--- src/rtl/q2e_pkg.sv ---
// shared types, constants and helpers for the quaternion to euler angle unit
// no dependencies
package q2e_pkg;

  // number of arctangent cells, capped by the angle table length
  localparam int CORDIC_STEPS = 16;
  localparam int AtanTableLen = 24;
  localparam int CordicLen    = (CORDIC_STEPS > AtanTableLen) ? AtanTableLen : CORDIC_STEPS;

  // square root: one result bit per cell, 29 result bits for a Q56 operand
  localparam int SqrtSteps = 29;
  localparam int SqW       = 58;
  localparam int RootW     = 29;

  // datapath widths
  localparam int ProdW = 32;   // 16 x 16 signed product
  localparam int SumW  = 34;   // doubled sum of two products
  localparam int SinW  = 30;   // arcsine argument clamped to +-2^28
  localparam int XW    = 37;   // arctangent vector components
  localparam int AW    = 26;   // angle in 1/65536 degree
  localparam int OutW  = 17;   // rounded angle in 1/128 degree

  localparam logic signed [SumW-1:0] OneQ28 = SumW'(64'sd268435456);
  localparam logic signed [SinW-1:0] SinMax = SinW'(64'sd268435456);
  localparam logic signed [SinW-1:0] SinMin = SinW'(-64'sd268435456);
  localparam logic signed [AW-1:0]   Deg90  = AW'(64'sd5898240);
  localparam logic [SqW-1:0]         OneQ56 = SqW'(64'h0100_0000_0000_0000);

  localparam logic signed [OutW-1:0] LimWide   = OutW'(64'sd23040);
  localparam logic signed [OutW-1:0] LimNarrow = OutW'(64'sd11520);

  // arctangent vector with its accumulated angle
  typedef struct packed {
    logic signed [XW-1:0] x;
    logic signed [XW-1:0] y;
    logic signed [AW-1:0] ang;
    logic                 frozen;
  } cordic_t;

  // square root working set
  typedef struct packed {
    logic [SqW-1:0] n;
    logic [SqW-1:0] r;
    logic [SqW-1:0] bm;
  } sqrt_t;

  // operands carried alongside the square root
  typedef struct packed {
    logic signed [SumW-1:0] rn;
    logic signed [SumW-1:0] rd;
    logic signed [SumW-1:0] yn;
    logic signed [SumW-1:0] yd;
    logic signed [SinW-1:0] s;
    logic                   sat_pos;
    logic                   sat_neg;
  } ctx_t;

  // atan(2^-i) in 1/65536 degree
  function automatic logic signed [AW-1:0] atan_lut(input logic [4:0] idx);
    logic signed [AW-1:0] v;
    case (idx)
      5'd0:  v = AW'(64'sd2949120);
      5'd1:  v = AW'(64'sd1740967);
      5'd2:  v = AW'(64'sd919879);
      5'd3:  v = AW'(64'sd466945);
      5'd4:  v = AW'(64'sd234379);
      5'd5:  v = AW'(64'sd117304);
      5'd6:  v = AW'(64'sd58666);
      5'd7:  v = AW'(64'sd29335);
      5'd8:  v = AW'(64'sd14668);
      5'd9:  v = AW'(64'sd7334);
      5'd10: v = AW'(64'sd3667);
      5'd11: v = AW'(64'sd1833);
      5'd12: v = AW'(64'sd917);
      5'd13: v = AW'(64'sd458);
      5'd14: v = AW'(64'sd229);
      5'd15: v = AW'(64'sd115);
      5'd16: v = AW'(64'sd57);
      5'd17: v = AW'(64'sd29);
      5'd18: v = AW'(64'sd14);
      5'd19: v = AW'(64'sd7);
      5'd20: v = AW'(64'sd4);
      5'd21: v = AW'(64'sd2);
      5'd22: v = AW'(64'sd1);
      default: v = '0;
    endcase
    return v;
  endfunction

  // round to 1/128 degree (half up) and clamp to +-lim
  function automatic logic signed [OutW-1:0] round_angle(input logic signed [AW-1:0] ang,
                                                        input logic signed [OutW-1:0] lim);
    logic signed [AW:0]     sum;
    logic signed [OutW-1:0] d;
    sum = (AW+1)'(ang) + (AW+1)'(256);
    d   = OutW'(sum >>> 9);
    if (d > lim) begin
      d = lim;
    end else if (d < -lim) begin
      d = -lim;
    end
    return d;
  endfunction

endpackage

--- src/rtl/q2e_sqrt_cell.sv ---
// one cell of the integer square root chain, one root bit per cell
// depends on q2e_pkg
module q2e_sqrt_cell
  import q2e_pkg::*;
(
  input  logic  clk_i,
  input  logic  en_i,
  input  sqrt_t d_i,
  output sqrt_t d_o
);

  sqrt_t d_d, d_q;
  logic [SqW-1:0] trial;

  // trial subtract and root update
  always_comb begin
    trial = d_i.r + d_i.bm;
    d_d   = d_i;
    if (d_i.n >= trial) begin
      d_d.n = d_i.n - trial;
      d_d.r = (d_i.r >> 1) + d_i.bm;
    end else begin
      d_d.r = d_i.r >> 1;
    end
    d_d.bm = d_i.bm >> 2;
  end

  always_ff @(posedge clk_i) begin
    if (en_i) begin
      d_q <= d_d;
    end
  end

  assign d_o = d_q;

endmodule

--- config.mk ---
export PLATFORM = sky130hd
export DESIGN_NAME = q2e_sqrt_cell
export DESIGN_NICKNAME = d
export VERILOG_FILES = /design/src/rtl/q2e_pkg.sv /design/src/rtl/q2e_sqrt_cell.sv
export SDC_FILE = /design/constraint.sdc
export NUM_CORES = 1
export LEC_CHECK = 0
export BUFFER_PORTS_ARGS = -buffer_cell sky130_fd_sc_hd__buf_4
export CELL_PAD_IN_SITES_DETAIL_PLACEMENT = 1
export CELL_PAD_IN_SITES_GLOBAL_PLACEMENT = 1
export CORE_MARGIN = 2
export CORE_UTILIZATION = 41
export DETAILED_ROUTE_END_ITERATION = 10
export GPL_TIMING_DRIVEN = 1
export PLACE_DENSITY = 0.78
export SETUP_SLACK_MARGIN = 0.15
export SYNTH_ARGS = -nofsm -noshare
export SYNTH_HDL_FRONTEND = slang
export SYNTH_SLANG_ARGS = --single-unit
--- constraint.sdc ---
create_clock -name clk_i -period 5.8 [get_ports clk_i]
set_input_delay 0.29 -clock clk_i [delete_from_list [all_inputs] [get_ports clk_i]]
set_output_delay 0.29 -clock clk_i [all_outputs]
set_load 0.02 [all_outputs]
Word-level counts from Yosys, hierarchy flattened

Cells that the tools add are included.

Flip-flop bits (word level): 172
Output and inout bits: 174

$add $sub $neg: 3
$lt $le $gt $ge: 1
Multiplexer cells: 2

Operators with widths:

| operator                           | count |
|---|---|
| adder 57 x 58 -> 58 bit            | 1 |
| adder 58 bit                       | 1 |
| greater-or-equal comparator 58 bit | 1 |
| two-way mux 58 bit                 | 1 |
| subtractor 58 bit                  | 1 |
| two-way mux 57 bit                 | 1 |

Depth between registers and ports, before layout

Depth after elaboration: 3
Mapped depth: 25
Gate-level depth less buffers: 22

Worst setup path after synthesis

No wires, ideal clock.

Kind: input-to-reg
Start: in d_i[0] (netlist bit)
End: reg d_q (netlist bit d_o[173]), data pin
Arrival time: 4.933 ns
Path slack: 0.598 ns
Stages: 24
Buffers on the path: 2
Cells stage by stage: ha_1 fa_1 a211oi_1 o21ai_0 a22oi_1 o41ai_1 or4b_1 nand4_1 a41o_1 a21bo_2 nand4b_1 o311a_1 ha_1 a21o_1 a21oi_1 o21ai_1 and2_1 or4_1 o21ai_1 nor2_4 buf_4 buf_6 o21ai_1 a311oi_2

RTL lines:

| what                 | RTL line            | RTL |
|---|---|---|
| from (decl)          | q2e_sqrt_cell.sv:8  | `input sqrt_t d_i,` |
| to (signal assigned) | q2e_sqrt_cell.sv:30 | `d_q <= d_d;` |
| to (decl)            | q2e_sqrt_cell.sv:12 | `sqrt_t d_d, d_q;` |

==> flow_summary.json <==
{
  "finalHoldViolations": 0,
  "instances_no_fill": 2806,
  "slew_headroom": 0.264,
  "drtPass1Iterations": 5,
  "ir_worst_vdd_uv": 242,
  "ys_ff_latch": 172,
  "grt_max_degree": 104,
  "total_leakage_power_nw": 8.99,
  "core_um2": 38900,
  "placed_cells": 2767,
  "wl_um": 62400,
  "synth_edf_count": 172,
  "die_area_um2": 41200,
  "seqCellArea_um2": 5160,
  "drc": 0,
  "grt_usage": 0.298,
  "netlist_top_cells_count": "278 x a21oi_1, 180 x nor2_1, 172 x edfxtp_1, 172 x ha_1, 139 x nand2_1",
  "syn_inst": 1851,
  "dr.first_iter.drc_count": 1226,
  "fp-row-count": 72,
  "path_class": "in2reg",
  "grt_setup_unrepaired": "false",
  "synth_area_um2": 16200,
  "critical_path.max_fanout": 2,
  "port_buffers": 347,
  "die_w_um": 203,
  "ys_seq_area_frac": 0.318,
  "grt_pass1_wl_um": 95700,
  "fin_total_pwr_w": 0.00666,
  "start_kind": "primary input",
  "max_slew.worst_pin.slew_ns": 1.10,
  "clock_sinks": 172,
  "cp-end-kind": "register",
  "path_clk_slew_ns": 0.07,
  "avgSynthCellArea_um2": 8.78,
  "ant_nets": 0,
  "synth_largest_area_cell": "edfxtp_1",
  "initial_utilization": 0.418,
  "cp_slowest_cell": "or3_1",
  "final_nets": 2627,
  "hpwl_um": 50600,
  "slew_violations": 0,
  "cts_tree": "done",
  "min_period_ns": 5.34,
  "largest_reg_flops": 172,
  "max_freq_mhz": 187,
  "finalSetupViolCount": 0,
  "cts_root_buf": "clkbuf_16",
  "antennaDiodeCount": 0,
  "cp.required_ns": 6.01,
  "holdCritPathClass": "in2reg",
  "dieHeight_um": 203,
  "syn_to_final_growth_pct": 28.5,
  "place_area_um2": 20200,
  "outcome": "finished, final reports clean",
  "worst_ep_arrival_time_ns": 5.56,
  "drive_gt1_frac": 0.253,
  "synth_flop_cell": "edfxtp_1",
  "routabilityCongestion": 0.929,
  "synth_most_common_cell": "a21oi_1",
  "vias": 16600,
  "via_per_inst": 5.92,
  "synth.distinct_cells": 85,
  "cts_buffers": 17,
  "cpMostUsedCell": "buf_4",
  "antenna_found_initial": 0,
  "period_share": 0.921,
  "top_level_ports": 350,
  "clockBufferDepth": 2,
  "cts_htree_levels": 4,
  "min_to": "d_o[2]",
  "hold_depth": 1,
  "ys_warn_count": 0,
  "synth-async-reset-ratio": 0,
  "post_cts_buffers": 0,
  "grt_pass1_vias": 16800,
  "multi_input_area_um2": 10600,
  "final_cell_area_um2": 20900,
  "grt_overflow": 0,
  "synth_area_leaders": "edfxtp_1 32%, ha_1 13%, a21oi_1 8.6%, xnor2_1 4.8%, nor2_1 4.2%",
  "synth.top_cell.area_share": 0.318,
  "wl_per_cell_um": 22.2,
  "fillers": 4689,
  "hp-start": "d_i[4]",
  "cellPowerDensity_nw_per_um2": 319,
  "maxCapViolations": 0,
  "cp_slowest_stage_delay_ns": 0.38
}
[what timing repair did]
action,4_1_cts,5_1_grt
resized for setup,0,9
hold buffers,8,0
setup endpoints to repair,0,112
hold endpoints to repair,8,0
[cell families (layout without fill, tap and decap cells)]
kind of cell,count (synthesis),after routing,share of synthesized area
compound gates,661,661,0.253
simple gates,527,527,0.152
fa+ha+maj,175,175,0.136
flops,172,172,0.318
xor+xnor,157,157,0.0846
buf+inv,123,559,0.0316
mux,35,35,0.0241
other cells,1,2,0.000231
[metal layers]
metal  GRT usage  routed length (µm)  share of wire  vias up
li1            -                   -              -     7833
met2       0.456               27400           0.44      533
met1       0.425               29500           0.47     8149
met5           0                   0              0        -
met3      0.0432                3460          0.055      108
met4       0.112                1970          0.032        0
[how the worst max path moves through the flow]
stage,start,to,slack [ns],cells past startpoint
finish,d_i[0],d_o[162],0.46,26
global route,d_i[0],d_o[162],0.17,26
global placement,d_i[0],d_o[173],-0.04,26
floorplan,d_i[0],d_o[173],0.60,24
detailed placement,d_i[0],d_o[173],-0.22,26
CTS,d_i[0],d_o[158],0.26,26
[area by class of cell]
| cell class | count | share of cell area |
|---|---|---|
| Multi-Input combinational cell | 1557 | 0.508 |
| Sequential cell | 172 | 0.247 |
| Timing Repair Buffer | 489 | 0.178 |
| Tap cell | 518 | 0.0310 |
| Clock buffer | 18 | 0.0206 |
| Clock inverter | 13 | 0.00743 |
| Inverter | 39 | 0.00701 |
[per-stage QoR]
stage               setup TNS, ns  setup WS, ns  hold WS, ns  utilization
global placement           -0.610       -0.0437        0.501        0.518
CTS                             0         0.258     0.000247        0.535
global route                    0         0.173      0.00489        0.536
floorplan                       0         0.598        0.389            -
finish                          0         0.457       0.0211        0.536
detailed placement         -15.36        -0.220        0.500        0.518
[report_power, final]
group          total (W)  internal, W  switching [W]  leakage (nW)
clock            0.00121     0.000643       0.000567         0.282
sequential       0.00177      0.00170      0.0000768          1.69
combinational    0.00368      0.00154        0.00214          7.02
total            0.00666      0.00388        0.00279          8.99
[worst max-delay path: cells and delay by family]
| family | cells | cell delay, ns |
|---|---|---|
| xor gates and xnor gates | 2 | 0.33 |
| adders and majority gates | 2 | 0.51 |
| AOI/OAI and AO/OA | 12 | 2.75 |
| and+or+nand+nor | 3 | 0.60 |
| buffers and inverters | 7 | 1.06 |
[layout by cell type (no fill, tap or decap), drive strengths merged, types with 5 or more instances in the layout]
master and instances:
a2111oi 6, a211oi 25, a21boi 6, a21o 79, a21oi 281, a221o 5
a31oi 19, a41oi 8, and2 7, and3 14, buf 481, clkbuf 18
dlygate4sd3 8, edfxtp 172, ha 172, inv 46, mux2 33, nand2 139
nand2b 14, nand3 43, nand4 43, nor2 181, nor2b 16, nor3 26
nor4 12, o211ai 15, o21a 14, o21ai 114, o21bai 25, o31ai 18
or2 8, xnor2 89, xor2 68
No activity file was read; power rests on OpenSTA's default activity.
