--- src/rtl/q2e_pkg.sv ---
// shared types, constants and helpers for the quaternion to euler angle unit
// no dependencies
package q2e_pkg;

  // number of arctangent cells, capped by the angle table length
  localparam int CORDIC_STEPS = 16;
  localparam int AtanTableLen = 24;
  localparam int CordicLen    = (CORDIC_STEPS > AtanTableLen) ? AtanTableLen : CORDIC_STEPS;

  // square root: one result bit per cell, 29 result bits for a Q56 operand
  localparam int SqrtSteps = 29;
  localparam int SqW       = 58;
  localparam int RootW     = 29;

  // datapath widths
  localparam int ProdW = 32;   // 16 x 16 signed product
  localparam int SumW  = 34;   // doubled sum of two products
  localparam int SinW  = 30;   // arcsine argument clamped to +-2^28
  localparam int XW    = 37;   // arctangent vector components
  localparam int AW    = 26;   // angle in 1/65536 degree
  localparam int OutW  = 17;   // rounded angle in 1/128 degree

  localparam logic signed [SumW-1:0] OneQ28 = SumW'(64'sd268435456);
  localparam logic signed [SinW-1:0] SinMax = SinW'(64'sd268435456);
  localparam logic signed [SinW-1:0] SinMin = SinW'(-64'sd268435456);
  localparam logic signed [AW-1:0]   Deg90  = AW'(64'sd5898240);
  localparam logic [SqW-1:0]         OneQ56 = SqW'(64'h0100_0000_0000_0000);

  localparam logic signed [OutW-1:0] LimWide   = OutW'(64'sd23040);
  localparam logic signed [OutW-1:0] LimNarrow = OutW'(64'sd11520);

  // arctangent vector with its accumulated angle
  typedef struct packed {
    logic signed [XW-1:0] x;
    logic signed [XW-1:0] y;
    logic signed [AW-1:0] ang;
    logic                 frozen;
  } cordic_t;

  // square root working set
  typedef struct packed {
    logic [SqW-1:0] n;
    logic [SqW-1:0] r;
    logic [SqW-1:0] bm;
  } sqrt_t;

  // operands carried alongside the square root
  typedef struct packed {
    logic signed [SumW-1:0] rn;
    logic signed [SumW-1:0] rd;
    logic signed [SumW-1:0] yn;
    logic signed [SumW-1:0] yd;
    logic signed [SinW-1:0] s;
    logic                   sat_pos;
    logic                   sat_neg;
  } ctx_t;

  // atan(2^-i) in 1/65536 degree
  function automatic logic signed [AW-1:0] atan_lut(input logic [4:0] idx);
    logic signed [AW-1:0] v;
    case (idx)
      5'd0:  v = AW'(64'sd2949120);
      5'd1:  v = AW'(64'sd1740967);
      5'd2:  v = AW'(64'sd919879);
      5'd3:  v = AW'(64'sd466945);
      5'd4:  v = AW'(64'sd234379);
      5'd5:  v = AW'(64'sd117304);
      5'd6:  v = AW'(64'sd58666);
      5'd7:  v = AW'(64'sd29335);
      5'd8:  v = AW'(64'sd14668);
      5'd9:  v = AW'(64'sd7334);
      5'd10: v = AW'(64'sd3667);
      5'd11: v = AW'(64'sd1833);
      5'd12: v = AW'(64'sd917);
      5'd13: v = AW'(64'sd458);
      5'd14: v = AW'(64'sd229);
      5'd15: v = AW'(64'sd115);
      5'd16: v = AW'(64'sd57);
      5'd17: v = AW'(64'sd29);
      5'd18: v = AW'(64'sd14);
      5'd19: v = AW'(64'sd7);
      5'd20: v = AW'(64'sd4);
      5'd21: v = AW'(64'sd2);
      5'd22: v = AW'(64'sd1);
      default: v = '0;
    endcase
    return v;
  endfunction

  // round to 1/128 degree (half up) and clamp to +-lim
  function automatic logic signed [OutW-1:0] round_angle(input logic signed [AW-1:0] ang,
                                                        input logic signed [OutW-1:0] lim);
    logic signed [AW:0]     sum;
    logic signed [OutW-1:0] d;
    sum = (AW+1)'(ang) + (AW+1)'(256);
    d   = OutW'(sum >>> 9);
    if (d > lim) begin
      d = lim;
    end else if (d < -lim) begin
      d = -lim;
    end
    return d;
  endfunction

endpackage

--- src/rtl/q2e_cordic_cell.sv ---
// one vectoring cordic micro-rotation, registered
// depends on q2e_pkg
module q2e_cordic_cell
  import q2e_pkg::*;
(
  input  logic       clk_i,
  input  logic       en_i,
  input  logic [4:0] step_i,
  input  cordic_t    d_i,
  output cordic_t    d_o
);

  cordic_t d_d, d_q;
  logic signed [XW-1:0] xs, ys;
  logic signed [AW-1:0] da;

  // rotate toward the x axis
  always_comb begin
    xs  = d_i.x >>> step_i;
    ys  = d_i.y >>> step_i;
    da  = atan_lut(step_i);
    d_d = d_i;
    if (!d_i.frozen) begin
      if (d_i.y > 0) begin
        d_d.x   = d_i.x + ys;
        d_d.y   = d_i.y - xs;
        d_d.ang = d_i.ang + da;
      end else begin
        d_d.x   = d_i.x - ys;
        d_d.y   = d_i.y + xs;
        d_d.ang = d_i.ang - da;
      end
    end
  end

  always_ff @(posedge clk_i) begin
    if (en_i) begin
      d_q <= d_d;
    end
  end

  assign d_o = d_q;

endmodule

--- config.mk ---
export PLATFORM = sky130hd
export DESIGN_NAME = q2e_cordic_cell
export DESIGN_NICKNAME = d
export VERILOG_FILES = /design/src/rtl/q2e_pkg.sv /design/src/rtl/q2e_cordic_cell.sv
export SDC_FILE = /design/constraint.sdc
export NUM_CORES = 1
export LEC_CHECK = 0
export ABC_CLOCK_PERIOD_IN_PS = 15200
export BUFFER_PORTS_ARGS = -buffer_cell sky130_fd_sc_hd__buf_2
export CAP_MARGIN = 20
export CORE_UTILIZATION = 25
export CTS_BUF_LIST = sky130_fd_sc_hd__clkbuf_8
export CTS_CLUSTER_DIAMETER = 30
export DETAILED_ROUTE_END_ITERATION = 10
export SLEW_MARGIN = 25
export SYNTH_ARGS = -nofsm -noshare
export SYNTH_HDL_FRONTEND = slang
export SYNTH_SLANG_ARGS = --single-unit
--- constraint.sdc ---
create_clock -name clk_i -period 15.2 [get_ports clk_i]
set_clock_uncertainty 0.05 [all_clocks]
set_input_delay 1.52 -clock clk_i [delete_from_list [all_inputs] [get_ports clk_i]]
set_output_delay 1.52 -clock clk_i [all_outputs]
set_load 0.02 [all_outputs]
# After elaboration in Yosys (flattened, before gate mapping)
# Memory sizes are Yosys's and may differ from the RTL's.
# Cells that the tools add are included.
[totals]
regBits = 101
rom_bits = 704
word_cells = 16
n_memories = 1
[mem_list]
columns = ["memory", "words", "width", "rd", "rd_clocked_by_memory_dff", "wr", "line", "source"]
rows = [
  ["(name not given)", 32, 22, 1, 0, 0, "q2e_pkg.sv:61", "case (idx)"],
]
[classes]
n_addsub = 6
order_cmp = 1
n_shift = 2
n_mux = 2
[op_table]
columns = ["operator", "n"]
rows = [
  ["100-bit two-way mux", 2],
  ["37-bit adder", 2],
  ["37-bit by 5-bit >>> shifter with 37-bit output", 2],
  ["37-bit subtractor", 2],
  ["37-bit by 1-bit greater-than comparator with 1-bit output (second input constant)", 1],
  ["26-bit adder", 1],
  ["26-bit subtractor", 1],
]

# Depth between registers and ports, before layout
# Gate-level depths: netlist of run 1.
[depth]
ltp_word = 4
ltp_mapped = 30
ltp_nobuf = 24

# Least setup slack after synthesis of run 1
# No wires, ideal clock.
[synth_path]
path_type = "input-to-reg"
startpoint = "input step_i[0]"
endpoint = "register d_q, in the netlist d_o[93] (data pin)"
setup_time_ps = 195
arrival_ps = 7043
path_slack_ps = 7912
path_stages = 25
path_buffers = 5
path_cell_list = "buf_4 > buf_4 > buf_2 > buf_2 > mux4_2 > mux2_2 > mux2i_1 > mux2_2 > ha_1 > inv_1 > a2111oi_0 > nand4b_1 > or2_2 > o21ai_0 > xor2_1 > ha_1 > a21oi_1 > o22ai_1 > a311o_1 > o21ai_0 > a21oi_1 > or2_2 > clkbuf_1 > a211o_1 > o311ai_0"
[synth_rtl]
columns = ["item", "line", "source"]
rows = [
  ["start, declared", "q2e_cordic_cell.sv:8", "input logic [4:0] step_i,"],
  ["end signal, assigned", "q2e_cordic_cell.sv:38", "d_q <= d_d;"],
  ["end, declared", "q2e_cordic_cell.sv:13", "cordic_t d_d, d_q;"],
]

==> metrics.yaml, run 1 <==
synth_top_family_by_area: "compound AO/OA/AOI/OAI gates"
setup_viol: 0
relSlewSlack: 0.335
tightest_slew_ns: 0.996
start_kind: "input pin"
peakVddDrop_mv: 0.0445
grt_first_pass_wirelength_mm: 97.3
core_area_sq_um: 64900
postCtsHoldBufs: 0
synth_cell_type_count: 87
drtAntennaViolNets: 0
yosys.area_share.simple: 0.177
num-fill-cells: 7004
syn_area_per_cell_sq_um: 8.60
synth-seq-cells: 101
dpl_cell_area_sq_um: 18300
design_area_sq_um: 18500
path_class: "input pin to flip-flop"
grt_pass1_vias: 15337
worstPathMaxFanout: 68
synthAdderAreaFrac: 0.0847
slew_violations: 0
drt_pass1_iterations: 6
tritoncts: "built"
post_cts_resized: 0
endpoint_kind: "flip-flop"
cp_cell_sequence: "buf_4 > buf_4 > mux4_1 > mux2_2 > a21bo_2 > a221oi_1 > nand4b_1 > or3b_2 > or2_2 > o21ai_0 > a221o_1 > a22oi_1 > ha_1 > and4_1 > nor2b_1 > nand3_1 > nor3_1 > a211oi_1 > o21ai_0 > o211a_1 > o22a_1 > xor2_1 > mux2_2"
grt_max_degree: 82
crit_start: "step_i[1]"
initial_core_util: 0.254
synth.cell_area_sq_um: 16500
cts.sinks: 101
viasPerCell: 5.57
yosysSeqAreaShare: 0.184
first_iter_violations: 1587
cts_max_path_buffers: 2
area_delta_synth_final_pct: 11.8
power.leakage_uw: 0.00730
status: "completed"
rsz0062_at_grt: "false"
ys_async_sr_fraction: 0
max_cap_violations: 0
power.total_uw: 1510
min_period_ns: 8.54
worstPathArrival_ns: 8.72
drt-total-wl_mm: 64.7
cts_buffers: 9
wl_per_cell_um: 22.2
die_area_sq_um: 67100
yosys_most_used_dff: "edfxtp_1"
cp.required_ns: 15.38
track_usage: 0.189
yosysWarningCount: 0
synth.area.mux_share: 0.189
post-route-period-util: 0.562
slowest_delay_ns: 0.84
synth_edf_count: 101
p_per_area_nw_per_um2: 81.9
antenna_found_initial: 6
clk_pin_slew_ns: 0.11
hold_viol_final: 0
drc: 0
io_pins: 209
drive_above_1_share: 0.193
worstHoldPathType: "input pin to flip-flop"
nets: 2270
synth_compound_area_frac: 0.240
hp-start: "d_i[22]"
die_h_um: 259
port_buffers: 208
overflow: 0
antenna_cells: 0
vias: 16212
postSynthCellCount: 1922
slowest_stage: "buf_4"
syn_nets: 2140
fin_setup_tns_ns: 0
gp_congestion: 0.990
synth_xor_area_frac: 0.0811
htree_levels: 3
root_buffer: "clkbuf_8"
placementRows: 93
cts_setup_buffers: 0
whs_ns: 1.29
dp_hpwl_mm: 50.7
dieWidth_um: 259
largest_register_ffs: 101
max_freq_mhz: 117
[area by class of cell]
class / instances / area (sq um) / area share
multi-input cells: 1661 / 12800 / 0.691
flip-flops and latches: 101 / 3030 / 0.164
repair buffers: 230 / 1220 / 0.0662
well taps: 855 / 1070 / 0.0579
inverters: 49 / 184 / 0.00996
clock buffers: 9 / 124 / 0.00671
clock inverters: 7 / 80.1 / 0.00434
[cell usage after synthesis (25+ instances only)]
master,instances,area (sq um)
nand2_1,214,803
o21ai_0,161,806
a21oi_1,130,651
nor2_1,129,484
ha_1,107,1340
edfxtp_1,101,3030
xor2_1,80,701
xnor2_1,73,639
mux2i_1,60,601
mux4_2,56,1260
clkbuf_1,55,206
mux2_2,51,574
nor3_1,45,225
inv_1,44,165
a21o_1,38,285
nand3_1,34,170
o31ai_1,34,255
a211oi_1,32,240
o21a_1,27,203
mux4_1,25,657
[worst paths after layout]
check / to / slack (ns) / cells past startpoint
hold / removal: d_o[22] / 1.29 / 3
setup / recovery: d_o[62] / 6.66 / 23
[cells in the final DEF (no fill, tap or decap), drive strengths merged, types with 15 or more instances in the layout]
cell,instances
o31ai,34
a21oi,130
a211oi,34
a22o,15
nor3,45
edfxtp,101
nand3,36
mux2i,61
o21ai,162
xor2,80
inv,50
nor2,129
buf,230
ha,107
o21a,27
mux2,51
and2,18
o22ai,17
xnor2,73
mux4,81
nand2,214
nand2b,18
nor2b,21
a21o,39
a31oi,16
or2,19
and3,21
[power by group]
group,internal [uW],switching (uW)
registers,370,14.0
logic,361,571
clock network,77.7,119
[layer usage]
| layer | global-route usage | up-vias | routed length (um) |
|---|---|---|---|
| li1 | - | 7640 | - |
| met1 | 0.267 | 7749 | 29200 |
| met2 | 0.288 | 714 | 28300 |
| met3 | 0.0434 | 97 | 5770 |
| met4 | 0.0506 | 12 | 1420 |
| met5 | 0 | - | 81 |
[through the flow]
step / util / instances / setup WS, ns
floorplan: - / 1922 / 7.91
global placement: 0.281 / 2896 / 6.32
detailed placement: 0.281 / 2896 / 6.12
CTS: 0.284 / 2912 / 6.63
global route: 0.284 / 2912 / 6.13
finish: 0.284 / 2912 / 6.66
[logic make-up after synthesis]
family / after synthesis
and+or+nand+nor: 601
adders and majority gates: 110
buffers and inverters: 160
DFF: 101
xor gates and xnor gates: 153
muxes: 193
AOI/OAI and AO/OA: 604
[critical path: cells and delay by family]
| kind | cells | cell delay, ns |
|---|---|---|
| compound gates | 9 | 2.32 |
| xor+xnor | 1 | 0.14 |
| fa+ha+maj | 1 | 0.37 |
| buf+inv | 2 | 1.27 |
| mux | 3 | 1.40 |
| simple gates | 7 | 1.66 |
Power figures use the tool's default switching activity.
==> inputs of run 2 (changes only) <==
--- a/config.mk
+++ b/config.mk
@@ -5,7 +5,7 @@
 export SDC_FILE = /design/constraint.sdc
 export NUM_CORES = 1
 export LEC_CHECK = 0
-export ABC_CLOCK_PERIOD_IN_PS = 15200
+export ABC_CLOCK_PERIOD_IN_PS = 7350
 export BUFFER_PORTS_ARGS = -buffer_cell sky130_fd_sc_hd__buf_2
 export CAP_MARGIN = 20
 export CORE_UTILIZATION = 25
==> constraint.sdc (replaced) <==
create_clock -name clk_i -period 7.35 [get_ports clk_i]
set_clock_uncertainty 0.05 [all_clocks]
set_input_delay 0.735 -clock clk_i [delete_from_list [all_inputs] [get_ports clk_i]]
set_output_delay 0.735 -clock clk_i [all_outputs]
set_load 0.02 [all_outputs]
==> run 2 against run 1 <==
Sequential cell count stayed put. Via count is 1.8% higher. Sequential power is 110% higher. Cell count is 2.5% higher. Count of clock-buffer cells in the layout stayed put. Critical endpoint is now d_o[63]. Largest cell class unchanged. Largest power group unchanged.
==> metrics.yaml, run 2 (synthesized netlist as in run 1, its figures left out) <==
io_pins: 209
relSlewSlack: 0.344
max_cap_violations: 0
clkPwrFrac: 0.126
drtAntennaViolNets: 0
setup_viol: 0
cts_buffers: 9
drt_pass1_iterations: 5
die_h_um: 259
power.leakage_uw: 0.00766
worstPathMaxFanout: 70
final_common_cell: "nand2_1"
grt_first_pass_wirelength_mm: 98.6
nets: 2341
grt_pass1_vias: 15918
final_util: 0.293
swShare: 0.460
min_period_ns: 6.72
rsz0062_at_grt: "false"
combinationalPowerShare: 0.626
dpl_cell_area_sq_um: 18800
gp_congestion: 0.970
placementRows: 93
fin_setup_tns_ns: 0
dieWidth_um: 259
post_cts_resized: 0
post-route-period-util: 0.914
num-fill-cells: 7020
clk_pin_slew_ns: 0.11
use_met2: 0.301
cp.required_ns: 7.50
slowest_stage: "or4_1"
status: "completed"
tritoncts: "built"
hold_viol_final: 0
crit_start: "step_i[2]"
cts.sinks: 101
seqPwrFrac: 0.248
overflow: 0
design_area_sq_um: 19000
use_met3: 0.0449
peakVddDrop_mv: 0.0861
p_switching_uw: 1470
viasPerCell: 5.53
initial_core_util: 0.254
cts_setup_buffers: 0
multi_input_area_sq_um: 12700
dp_hpwl_mm: 51.9
dp_slack_ns: 0.286
slowest_delay_ns: 0.65
tightest_slew_ns: 0.981
setup_slack_ns: 0.631
start_kind: "input pin"
layout_common_cells: "nand2_1 (214), buf_2 (203), o21ai_0 (161), a21oi_1 (130), nor2_1 (127)"
worstHoldPathType: "input pin to flip-flop"
p_per_area_nw_per_um2: 168
vias: 16511
power.total_uw: 3190
top_usage_layer: "met2"
drt-total-wl_mm: 65.8
area_delta_synth_final_pct: 15.3
ff_latch_area_sq_um: 3030
port_buffers: 208
worstPathArrival_ns: 6.87
first_iter_violations: 1497
die_area_sq_um: 67100
drc: 0
p_int_uw: 1720
drive_above_1_share: 0.219
wl_per_cell_um: 22.0
htree_levels: 3
max_freq_mhz: 149
slew_violations: 0
grt_max_degree: 89
antenna_found_initial: 6
worstSetupEndpoint: "d_o[63]"
largest_register_ffs: 101
cts_max_path_buffers: 2
endpoint_kind: "flip-flop"
root_buffer: "clkbuf_8"
postCtsHoldBufs: 0
track_usage: 0.192
core_area_sq_um: 64900
cp_cell_sequence: "buf_4 > buf_4 > or2b_1 > o22ai_1 > o21ai_0 > o221a_2 > nand2_1 > or4_1 > nor2_1 > a21oi_1 > xnor2_1 > ha_1 > a21oi_1 > o211ai_1 > a221oi_1 > nand4_1 > and3_1 > o31a_1 > o41ai_1 > o21ai_0 > xnor2_1 > mux2i_1"
use_met1: 0.261
path_class: "input pin to flip-flop"
==> run 2: cell types whose count changed in the layout (fill, tap and decap cells not counted), sizes merged <==
cell | previous run | this run
buf | 230 | 301
diode | 0 | 3
clkinvlp | 2 | 0
clkinv | 3 | 4
==> run 2: power groups by stage <==
stage | clock network [uW] | logic, uW | registers [uW]
floorplan | 0 | 1240 | 927
global placement | 0 | 1980 | 808
detailed placement | 0 | 1980 | 805
CTS | 427 | 1990 | 794
global route | 442 | 2180 | 802
finish | 403 | 2000 | 791
==> run 2: layer usage <==
metal / up-vias / wire, um / part of all wire
met5: - / 75 / 0.0011
met4: 12 / 1520 / 0.023
met3: 113 / 5810 / 0.088
met2: 703 / 29200 / 0.44
met1: 7900 / 29200 / 0.44
li1: 7783 / - / -
==> run 2: worst min path at each step <==
| stage | from | endpoint | slack, ns | cells after the start |
|---|---|---|---|---|
| after floorplan | d_i[0] | d_o[0] | 0.78 | 0 |
| after global placement | d_i[22] | d_o[22] | 0.99 | 3 |
| after detailed placement | d_i[11] | d_o[11] | 0.99 | 3 |
| after CTS | d_i[11] | d_o[11] | 0.47 | 3 |
| after global routing | d_i[23] | d_o[23] | 0.49 | 3 |
| final | d_i[11] | d_o[11] | 0.51 | 3 |
==> run 2: critical path, delay by kind of cell <==
kind / cells / cell delay, ns
xor gates and xnor gates: 2 / 0.30
buffers and inverters: 2 / 1.02
muxes: 1 / 0.08
and+or+nand+nor: 6 / 1.79
adders and majority gates: 1 / 0.26
AOI/OAI and AO/OA: 10 / 2.61
==> run 2: stage by stage <==
stage	hold WS, ns	std cells
2_1_floorplan	0.784	1922
3_3_place_gp	0.989	2967
3_5_place_dp	0.989	2967
4_1_cts	0.474	2982
5_1_grt	0.489	2982
6_report	0.505	2985
==> run 2: cell type report <==
cell class	instances	share of cell area
multi-input cells	1661	0.669
repair buffers	301	0.0954
inverters	49	0.00966
diodes	3	0.000394
clock inverters	6	0.00368
flip-flops and latches	101	0.159
well taps	855	0.0562
clock buffers	9	0.00650
