$ cat config.mk
export PLATFORM = sky130hd
export DESIGN_NAME = q2e_cordic_prep
export DESIGN_NICKNAME = d
export VERILOG_FILES = /design/src/rtl/q2e_pkg.sv /design/src/rtl/q2e_cordic_prep.sv
export SDC_FILE = /design/constraint.sdc
export NUM_CORES = 1
export LEC_CHECK = 0
export ABC_AREA = 1
export BUFFER_PORTS_ARGS = -buffer_cell sky130_fd_sc_hd__buf_4
export CAP_MARGIN = 20
export CORE_MARGIN = 4
export CORE_UTILIZATION = 40
export DETAILED_ROUTE_END_ITERATION = 6
export HOLD_SLACK_MARGIN = 0.12
export SYNTH_ARGS = -nofsm -noshare
export SYNTH_HDL_FRONTEND = slang
export SYNTH_SLANG_ARGS = --single-unit
$ cat constraint.sdc
create_clock -name clk_i -period 2.5 [get_ports clk_i]
set_input_delay 0.5 -clock clk_i [delete_from_list [all_inputs] [get_ports clk_i]]
set_output_delay 0.5 -clock clk_i [all_outputs]
set_load 0.05 [all_outputs]
$ cat src/rtl/q2e_pkg.sv
// shared types, constants and helpers for the quaternion to euler angle unit
// no dependencies
package q2e_pkg;

  // number of arctangent cells, capped by the angle table length
  localparam int CORDIC_STEPS = 16;
  localparam int AtanTableLen = 24;
  localparam int CordicLen    = (CORDIC_STEPS > AtanTableLen) ? AtanTableLen : CORDIC_STEPS;

  // square root: one result bit per cell, 29 result bits for a Q56 operand
  localparam int SqrtSteps = 29;
  localparam int SqW       = 58;
  localparam int RootW     = 29;

  // datapath widths
  localparam int ProdW = 32;   // 16 x 16 signed product
  localparam int SumW  = 34;   // doubled sum of two products
  localparam int SinW  = 30;   // arcsine argument clamped to +-2^28
  localparam int XW    = 37;   // arctangent vector components
  localparam int AW    = 26;   // angle in 1/65536 degree
  localparam int OutW  = 17;   // rounded angle in 1/128 degree

  localparam logic signed [SumW-1:0] OneQ28 = SumW'(64'sd268435456);
  localparam logic signed [SinW-1:0] SinMax = SinW'(64'sd268435456);
  localparam logic signed [SinW-1:0] SinMin = SinW'(-64'sd268435456);
  localparam logic signed [AW-1:0]   Deg90  = AW'(64'sd5898240);
  localparam logic [SqW-1:0]         OneQ56 = SqW'(64'h0100_0000_0000_0000);

  localparam logic signed [OutW-1:0] LimWide   = OutW'(64'sd23040);
  localparam logic signed [OutW-1:0] LimNarrow = OutW'(64'sd11520);

  // arctangent vector with its accumulated angle
  typedef struct packed {
    logic signed [XW-1:0] x;
    logic signed [XW-1:0] y;
    logic signed [AW-1:0] ang;
    logic                 frozen;
  } cordic_t;

  // square root working set
  typedef struct packed {
    logic [SqW-1:0] n;
    logic [SqW-1:0] r;
    logic [SqW-1:0] bm;
  } sqrt_t;

  // operands carried alongside the square root
  typedef struct packed {
    logic signed [SumW-1:0] rn;
    logic signed [SumW-1:0] rd;
    logic signed [SumW-1:0] yn;
    logic signed [SumW-1:0] yd;
    logic signed [SinW-1:0] s;
    logic                   sat_pos;
    logic                   sat_neg;
  } ctx_t;

  // atan(2^-i) in 1/65536 degree
  function automatic logic signed [AW-1:0] atan_lut(input logic [4:0] idx);
    logic signed [AW-1:0] v;
    case (idx)
      5'd0:  v = AW'(64'sd2949120);
      5'd1:  v = AW'(64'sd1740967);
      5'd2:  v = AW'(64'sd919879);
      5'd3:  v = AW'(64'sd466945);
      5'd4:  v = AW'(64'sd234379);
      5'd5:  v = AW'(64'sd117304);
      5'd6:  v = AW'(64'sd58666);
      5'd7:  v = AW'(64'sd29335);
      5'd8:  v = AW'(64'sd14668);
      5'd9:  v = AW'(64'sd7334);
      5'd10: v = AW'(64'sd3667);
      5'd11: v = AW'(64'sd1833);
      5'd12: v = AW'(64'sd917);
      5'd13: v = AW'(64'sd458);
      5'd14: v = AW'(64'sd229);
      5'd15: v = AW'(64'sd115);
      5'd16: v = AW'(64'sd57);
      5'd17: v = AW'(64'sd29);
      5'd18: v = AW'(64'sd14);
      5'd19: v = AW'(64'sd7);
      5'd20: v = AW'(64'sd4);
      5'd21: v = AW'(64'sd2);
      5'd22: v = AW'(64'sd1);
      default: v = '0;
    endcase
    return v;
  endfunction

  // round to 1/128 degree (half up) and clamp to +-lim
  function automatic logic signed [OutW-1:0] round_angle(input logic signed [AW-1:0] ang,
                                                        input logic signed [OutW-1:0] lim);
    logic signed [AW:0]     sum;
    logic signed [OutW-1:0] d;
    sum = (AW+1)'(ang) + (AW+1)'(256);
    d   = OutW'(sum >>> 9);
    if (d > lim) begin
      d = lim;
    end else if (d < -lim) begin
      d = -lim;
    end
    return d;
  endfunction

endpackage

$ cat src/rtl/q2e_cordic_prep.sv
// arctangent set-up: special cases and quadrant turn before the cordic cells
// depends on q2e_pkg
module q2e_cordic_prep
  import q2e_pkg::*;
(
  input  logic                 clk_i,
  input  logic                 en_i,
  input  logic signed [XW-1:0] x_i,
  input  logic signed [XW-1:0] y_i,
  input  logic                 pin_i,
  input  logic                 pin_neg_i,
  output cordic_t              d_o
);

  cordic_t d_d, d_q;

  // pick a pinned angle or turn the vector into the right half plane
  always_comb begin
    d_d.x      = x_i;
    d_d.y      = y_i;
    d_d.ang    = '0;
    d_d.frozen = 1'b0;
    if (pin_i) begin
      d_d.frozen = 1'b1;
      d_d.ang    = pin_neg_i ? -Deg90 : Deg90;
    end else if (x_i == '0 && y_i == '0) begin
      d_d.frozen = 1'b1;
    end else if (x_i < 0 && y_i == '0) begin
      d_d.frozen = 1'b1;
      d_d.ang    = Deg90 <<< 1;
    end else if (x_i < 0) begin
      if (y_i >= 0) begin
        d_d.x   = y_i;
        d_d.y   = -x_i;
        d_d.ang = Deg90;
      end else begin
        d_d.x   = -y_i;
        d_d.y   = x_i;
        d_d.ang = -Deg90;
      end
    end
  end

  always_ff @(posedge clk_i) begin
    if (en_i) begin
      d_q <= d_d;
    end
  end

  assign d_o = d_q;

endmodule

* Word level (Yosys, flattened, before mapping)
Cells that the tools add are included.
Operators by class: add/subtract/negate cells 2, $lt $le $gt $ge 2, muxes and demuxes 10, reduce and logical (&&, ||, !) cells 5
Operator list (number):
- two-way mux 100 bit | 3
- two-way mux 74 bit | 2
- zero test 37 bit | 2
- negation 37 bit | 2
- two-way mux 26 bit | 2
- greater-or-equal comparator 37 x 1 -> 1 bit (second input constant) | 1
- < comparator 37 x 1 -> 1 bit (second input constant) | 1
- two-way mux 27 bit | 1
- logical AND 1 bit | 2
- two-way mux 1 bit | 2
- OR reduction 2 bit | 1
Word-level totals: register bits 101, output and inout bits 101

* Longest topological paths before layout
Gate-level depths: netlist of run 1.
word-level depth 6, gate-level depth with buffers 13, gate-level depth less buffers 12

* Worst setup path after synthesis of run 1
No wires, ideal clock.
path type input to register, start point in y_i[0], end point reg d_q (netlist bit d_o[94]) (data pin), setup time 0.254 ns, arrival 1.840 ns, setup slack 0.406 ns, cell stages on the path 13, path through inv_1 ha_1 nand2_2 nor2_8 nand2_2 nor2_4 nand2_1 nand3_2 buf_6 inv_4 buf_6 nand2_1 o21ai_2
RTL lines:
- from (decl) | RTL line q2e_cordic_prep.sv:9 | input logic signed [XW-1:0] y_i,
- to (signal assigned) | RTL line q2e_cordic_prep.sv:46 | d_q <= d_d;
- to (decl) | RTL line q2e_cordic_prep.sv:15 | cordic_t d_d, d_q;

==> out/metrics.csv, run 1 <==
stage,metric,value,unit
clock_tree,Setup Buffers After CTS,0,
finish,# diodes,0,
synthesis,leading area contributor after synthesis,edfxtp_1,
synthesis,fraction of the yosys area taken by sequential cells,41.9,%
floorplanning,Die Ht,128,um
worst_setup_path,startpoint class of the critical path,input port,
finish,Nets,1017,
finish,post-layout util,52.9,%
power_and_ir_drop,leakage,3.41,nW
synthesis,post-synth cell types,33,
sta,Final setup violation count,0,
worst_setup_path,Worst Path Max Fanout,48,
synthesis,multiplexer area fraction after synthesis,0,%
synthesis,synthesized instance count,778,
clock_tree,post-cts sizing count,0,
global_route,initial antenna violation count,0,
finish,fillcell total,1397,
finish,Largest register FFs,80,
routing,Via density,5.14,
worst_setup_path,"critical path, cell by cell",buf_4 -> nor2_2 -> nand2_2 -> nor2_4 -> nand2_2 -> nor2_4 -> nand2_1 -> nand3_4 -> buf_12 -> o21ai_0,
synthesis,post-synthesis register bit count,80,
worst_setup_path,end of the critical path,d_o[82]$_DFFE_PP_,
placed_design,detailed placer's ending HPWL,15900,um
worst_setup_path,slowest CP cell,nor2_2,
routing,DRC Markers,0,
routing,final wirelength,19700,um
routing,Vias,5762,
synthesis,"Avg Cell Area, Syn",7.37,um^2
sta,RSZ-0062 raised after global routing,no,
synthesis,largest family of logic cells by synthesized area,simple AND/OR/NAND/NOR gates,
clock_tree,clk sink count,80,
power_and_ir_drop,total power,4.26,mW
global_route,vias in the first global route,5709,
routing,Initial DRC Count,518,
floorplanning,core area,0.0139,mm^2
global_route,GRT Util Overall,24.1,%
worst_setup_path,path type of the worst setup path,input port to flip-flop,
power_and_ir_drop,Worst VDD drop,0.283,mV
routing,DRT Pass-1 Iters,7,
placed_design,GP Congestion,0.961,
floorplanning,Die W,128,um
synthesis,Compound-Gate Fraction of Synth Area,7.27,%
synthesis,Synth Area in Simple Gates,35.3,%
finish,layout cells sized above 1,22.4,%
worst_setup_path,crit end category,flip-flop,
synthesis,xor/xnor cell area share of the yosys netlist,5.96,%
sta,Setup TNS,0,ns
sta,worst hold slack,0.453,ns
worst_hold_path,HP Class,input port to flip-flop,
sta,Tcrit/Tclk final,81.9,%
routing,DR WL/cell,17.6,um
sta,post-route minimum period,2.05,ns
sta,final slew viol count,0,
finish,Final Non-Filler Cells,1122,
floorplanning,Die Footprint,0.0163,mm^2
clock_tree,H-tree depth,3,
worst_setup_path,critical path arrival,2.13,ns
clock_tree,CTS Buf Count,9,
placed_design,pre-CTS setup slack,0.117,ns
synthesis,Synth top area share,41.9,%
sta,f_max,488,MHz
synthesis,Post-synth ARST share,0,%
clock_tree,root buf cell,clkbuf_16,
placed_design,placed instance area,0.00711,mm^2
worst_setup_path,CP Data Required Time,2.58,ns
sta,Rel. slew slack,62.5,%
clock_tree,clock-pin transition on the worst setup and hold timing paths,0.06,ns
worst_setup_path,Critical Path Start,y_i[9],
synthesis,synth warn,0,
worst_setup_path,Worst path max stage delay,0.26,ns
synthesis,Most used DFF post-synth,edfxtp_1,
sta,Slew @ Worst Pin,0.556,ns
sta,Final Hold Violating Endpoints,0,
clock_tree,CTS Buffer Depth,2,
finish,Synth-to-Final Area Change,28.6,%
synthesis,Post-Synth Adder-Cell Area,0.436,%
synthesis,largest cells by area after synthesis,"edfxtp_1 42%, nand2_1 18%, nor2_1 6.5%",
outcome,outcome,completed,
floorplanning,std cell rows,43,
routing,Antenna Nets Post-Route,0,
flow_run,max-cap violations,0,
global_route,grt ovf,0,
placed_design,Placed Cells,1106,
synthesis,Mapped Area,0.00573,mm^2
placed_design,IO Port Bufs,161,
global_route,first-pass GRT wire length,30700,um
floorplanning,Initial Util,41.2,%
finish,fin area,0.00738,mm^2
power_and_ir_drop,P per Cell Area,577,mW/mm^2
floorplanning,I/O pin count,179,
clock_tree,CTS tree,yes,
synthesis,number of synthesized flops with an enable pin,80,
sta,final worst slack,0.452,ns
clock_tree,CTS Hold Bufs,0,
global_route,largest net degree at the start of global routing,51,
==> power breakdown <==
| part | switching, mW | total [mW] | internal (mW) |
|---|---|---|---|
| Sequential | 0.0447 | 1.68 | 1.63 |
| Combinational | 0.972 | 1.37 | 0.403 |
| Clock | 0.542 | 1.20 | 0.662 |
==> cell usage after synthesis (6+ instances only) <==
master,n
nand2_1,270
nor2_1,99
edfxtp_1,80
nand3_1,74
o21ai_0,56
inv_1,51
buf_4,28
xor2_1,26
nand4_1,16
xnor2_1,13
a21oi_1,7
nand3b_1,6
==> logic make-up after synthesis <==
family,count (synthesis)
AO/OA/AOI/OAI,77
XOR/XNOR,39
adder cells (fa/ha/maj),2
buffers and inverters,99
flip-flops,80
other,1
AND/OR/NAND/NOR,480
==> worst max-delay path: cells and delay by family <==
family | cells | cell delay [ns]
AO/OA/AOI/OAI | 1 | 0.14
buffers and inverters | 2 | 0.37
AND/OR/NAND/NOR | 7 | 1.08
==> metal layers <==
| metal | vias up | part of all wire [%] | track usage, % | wire (um) |
|---|---|---|---|---|
| li1 | 2836 | - | - | - |
| met1 | 2644 | 43 | 32.5 | 8420 |
| met2 | 252 | 47 | 39.6 | 9300 |
| met3 | 30 | 7.7 | 3.67 | 1530 |
| met4 | 0 | 2.5 | 8.74 | 486 |
| met5 | - | 0 | 0 | 0 |
==> layout by cell type (no fill, tap or decap) <==
cell	n
clkinv_4	1
o21ai_2	5
clkbuf_16	9
xnor2_1	13
conb_1	17
o21ai_1	4
nand3_2	2
clkinvlp_4	1
nand3_1	74
clkinv_2	3
nor2_2	2
nor2_4	2
o221ai_1	2
nand3b_1	6
o31ai_1	1
inv_1	51
nor3_1	2
clkinv_1	2
nand2_2	4
xor2_1	26
o22ai_1	1
nand3_4	1
ha_1	2
o21ai_0	56
nor2_1	99
a31oi_1	1
nand2_1	270
a21oi_1	7
buf_12	5
nand4_1	16
edfxtp_1	80
inv_4	1
nor2_8	1
and2_1	1
buf_4	174
==> final cells by class <==
| cell class | count | area (um^2) | share of cell area, % |
|---|---|---|---|
| multi-input combinational | 615 | 2880 | 39.1 |
| sequential | 80 | 2400 | 32.6 |
| timing repair buffer | 179 | 1410 | 19.1 |
| clock buffer | 9 | 225 | 3.05 |
| tap | 180 | 225 | 3.05 |
| inverter | 52 | 198 | 2.68 |
| clock inverter | 7 | 38.8 | 0.526 |
==> how the worst min path moves through the flow <==
| stage | depth (start not counted) | end | start | slack [ns] |
|---|---|---|---|---|
| detailed placement | 3 | d_o[64]$_DFFE_PP_ | x_i[0] | 0.80 |
| global route | 3 | d_o[64]$_DFFE_PP_ | x_i[0] | 0.45 |
| global placement | 3 | d_o[97]$_DFFE_PP_ | x_i[33] | 0.80 |
| floorplan | 0 | d_o[0]$_SDFFCE_PP1P_ | en_i | 0.61 |
| CTS | 3 | d_o[64]$_DFFE_PP_ | x_i[0] | 0.44 |
| finish | 3 | d_o[64]$_DFFE_PP_ | x_i[0] | 0.45 |
(Power assumes the default switching activity.)
==> inputs of run 2 (changes only) <==
ABC_AREA = 0   (was 1)
PLACE_DENSITY = 0.67   (was unset)
clock period = 2.1 ns   (was 2.5 ns; I/O delays follow)
==> run 2 against run 1 <==
  * The flow now finishes with violations (setup timing)
  * Utilization up 21 points
  * Cell area up 22%
  * Sequential share of layout area down 5.9 points
  * Global-route usage up 2.0 points
  * Largest cell class unchanged
  * Cell count down 12%
  * Worst hold slack worse by 0.080 ns
  * Critical path type unchanged
==> out/metrics.csv, run 2 <==
stage,metric,value,unit
routing,final wirelength,19800,um
worst_hold_path,HP Class,input port to flip-flop,
sta,Tcrit/Tclk final,124,%
global_route,initial antenna violation count,0,
finish,"most common cell after layout, fill and taps aside",buf_4,
worst_setup_path,Worst Path Max Fanout,6,
power_and_ir_drop,sequential share of power,34.8,%
synthesis,largest cells by area after synthesis,"edfxtp_1 48%, a21oi_1 8.1%, nor2_1 7.0%",
sta,RSZ-0062 raised after global routing,yes,
sta,post-route minimum period,2.61,ns
clock_tree,clk sink count,80,
routing,DRC Markers,0,
outcome,failing checks,setup timing,
routing,Antenna Nets Post-Route,0,
global_route,GRT Util Overall,26.1,%
worst_setup_path,slowest CP cell,or4_4,
synthesis,synth warn,0,
sta,Rel. slew slack,59.5,%
global_route,grt ovf,0,
synthesis,leading area contributor after synthesis,edfxtp_1,
outcome,outcome,finished with violations,
routing,Vias,5489,
synthesis,Most used DFF post-synth,edfxtp_1,
synthesis,"Avg Cell Area, Syn",9.47,um^2
finish,most frequent cells in the layout,"274 x buf_4, 80 x edfxtp_1, 55 x nor2_4, 46 x a21oi_2, 35 x xnor2_1",
placed_design,Placed Cells,940,
routing,Via density,5.55,
power_and_ir_drop,P per Cell Area,636,mW/mm^2
synthesis,Post-synth ARST share,0,%
worst_setup_path,CP Data Required Time,2.19,ns
finish,post-layout util,74.1,%
worst_setup_path,"critical path, cell by cell",buf_6 -> or4_4 -> or4_4 -> or3_4 -> o41ai_4 -> xor2_1 -> a21oi_1,
routing,Initial DRC Count,568,
placed_design,placed instance area,0.00717,mm^2
floorplanning,core area,0.0122,mm^2
worst_setup_path,crit end category,flip-flop,
clock_tree,root buf cell,clkbuf_16,
clock_tree,CTS tree,yes,
floorplanning,Die W,120,um
clock_tree,CTS Buffer Depth,2,
floorplanning,I/O pin count,179,
global_route,vias in the first global route,5562,
finish,Largest register FFs,80,
global_route,first-pass GRT wire length,29400,um
global_route,largest net degree at the start of global routing,72,
power_and_ir_drop,total power,5.73,mW
synthesis,commonest cells in the netlist,"93 x nor2_1, 81 x a21oi_1, 80 x edfxtp_1",
power_and_ir_drop,Internal Power,3.74,mW
synthesis,"count leader, synth",nor2_1,
floorplanning,Die Footprint,0.0144,mm^2
placed_design,detailed placer's ending HPWL,11800,um
synthesis,synthesized instance count,530,
sta,Slew @ Worst Pin,0.608,ns
finish,# diodes,0,
clock_tree,CTS Hold Bufs,0,
floorplanning,Die Ht,120,um
sta,Final Hold Violating Endpoints,0,
finish,Nets,896,
synthesis,post-synthesis register bit count,80,
routing,DR WL/cell,20.0,um
power_and_ir_drop,switching share of power,34.8,%
power_and_ir_drop,switching pwr,1.99,mW
clock_tree,CTS Buf Count,9,
sta,Final setup violation count,78,
worst_setup_path,critical path arrival,2.71,ns
finish,layout cells sized above 1,58.0,%
sta,final worst slack,-0.511,ns
power_and_ir_drop,Comb power frac,35.8,%
synthesis,post-synth cell types,42,
worst_setup_path,path type of the worst setup path,input port to flip-flop,
worst_setup_path,Worst path max stage delay,0.57,ns
floorplanning,std cell rows,40,
clock_tree,clock-pin transition on the worst setup and hold timing paths,0.07,ns
finish,fillcell total,812,
synthesis,Mapped Area,0.00502,mm^2
power_and_ir_drop,Worst VDD drop,0.362,mV
finish,Final Non-Filler Cells,989,
worst_setup_path,startpoint class of the critical path,input port,
synthesis,Synth top area share,47.9,%
power_and_ir_drop,Clk pwr share,29.3,%
synthesis,fraction of the yosys area taken by sequential cells,47.9,%
worst_setup_path,Worst path top cell family by delay,simple AND/OR/NAND/NOR gates,
clock_tree,H-tree depth,3,
worst_setup_path,crit-path most repeated cell,or4_4,
placed_design,IO Port Bufs,161,
finish,fin area,0.00902,mm^2
sta,final slew viol count,0,
finish,Synth-to-Final Area Change,79.7,%
sta,f_max,383,MHz
routing,DRT Pass-1 Iters,5,
sta,worst hold slack,0.373,ns
synthesis,number of synthesized flops with an enable pin,80,
worst_setup_path,"Buf+Inv Stages, Crit Path",1,
placed_design,GP Congestion,0.890,
flow_run,max-cap violations,0,
power_and_ir_drop,leakage,3.64,nW
floorplanning,Initial Util,41.3,%
run 2: per-layer routing:
layer	global-route usage [%]	vias to the layer above	wire length [um]
met1	32.1	2649	7600
met4	11.9	0	655
met5	0	-	0
met2	44.1	315	10000
met3	5.33	61	1540
li1	-	2464	-
run 2: final timing paths:
check             depth (start not counted)  slack, ns               endpoint    start
setup / recovery                          7      -0.51      d_o[95]$_DFFE_PP_  y_i[10]
hold / removal                            2       0.37  d_o[18]$_SDFFCE_PP1P_    pin_i
run 2: cell families (layout without fill, tap and decap cells):
logic type                 count (synthesis)  after routing  share of synthesized area, %
other                                      1             17                        0.0747
adders and majority gates                  2              2                         0.499
muxes                                      2              2                         0.399
xor gates and xnor gates                  67             67                          11.7
and+or+nand+nor                          178            178                          16.9
DFF                                       80             80                          47.9
AOI/OAI and AO/OA                        138            139                          16.2
buffers and inverters                     62            336                          6.36
run 2: final cells by class:
type / count / area (um^2) / area share (%)
clock buffer: 12 / 236 / 2.62
tap: 168 / 210 / 2.33
timing repair buffer: 309 / 2780 / 30.8
clock inverter: 4 / 68.8 / 0.763
multi-input combinational: 405 / 3280 / 36.4
sequential: 80 / 2400 / 26.6
inverter: 11 / 41.3 / 0.458
run 2: power groups by stage:
stage | Sequential [mW] | Combinational [mW] | Clock [mW]
final | 2.00 | 2.06 | 1.68
after global routing | 2.01 | 2.14 | 1.75
after CTS | 2.00 | 1.95 | 1.67
after detailed placement | 2.03 | 1.64 | 0
after global placement | 2.03 | 1.62 | 0
after floorplan | 2.56 | 0.474 | 0
run 2: metrics by stage:
stage	worst slack (ns)	setup TNS, ns
after global placement	-0.787	-43.57
after detailed placement	-0.797	-44.31
final	-0.511	-31.74
after floorplan	-0.666	-35.81
after global routing	-0.535	-34.73
after CTS	-0.416	-23.63
run 2: timing repair:
item / CTS / global route
setup buffers: 15 / 3
resized for setup: 185 / 68
endpoints found under the setup margin: 77 / 78
pin swaps: 13 / 11
cloned: 17 / 1
endpoints found under the hold margin: 0 / 0
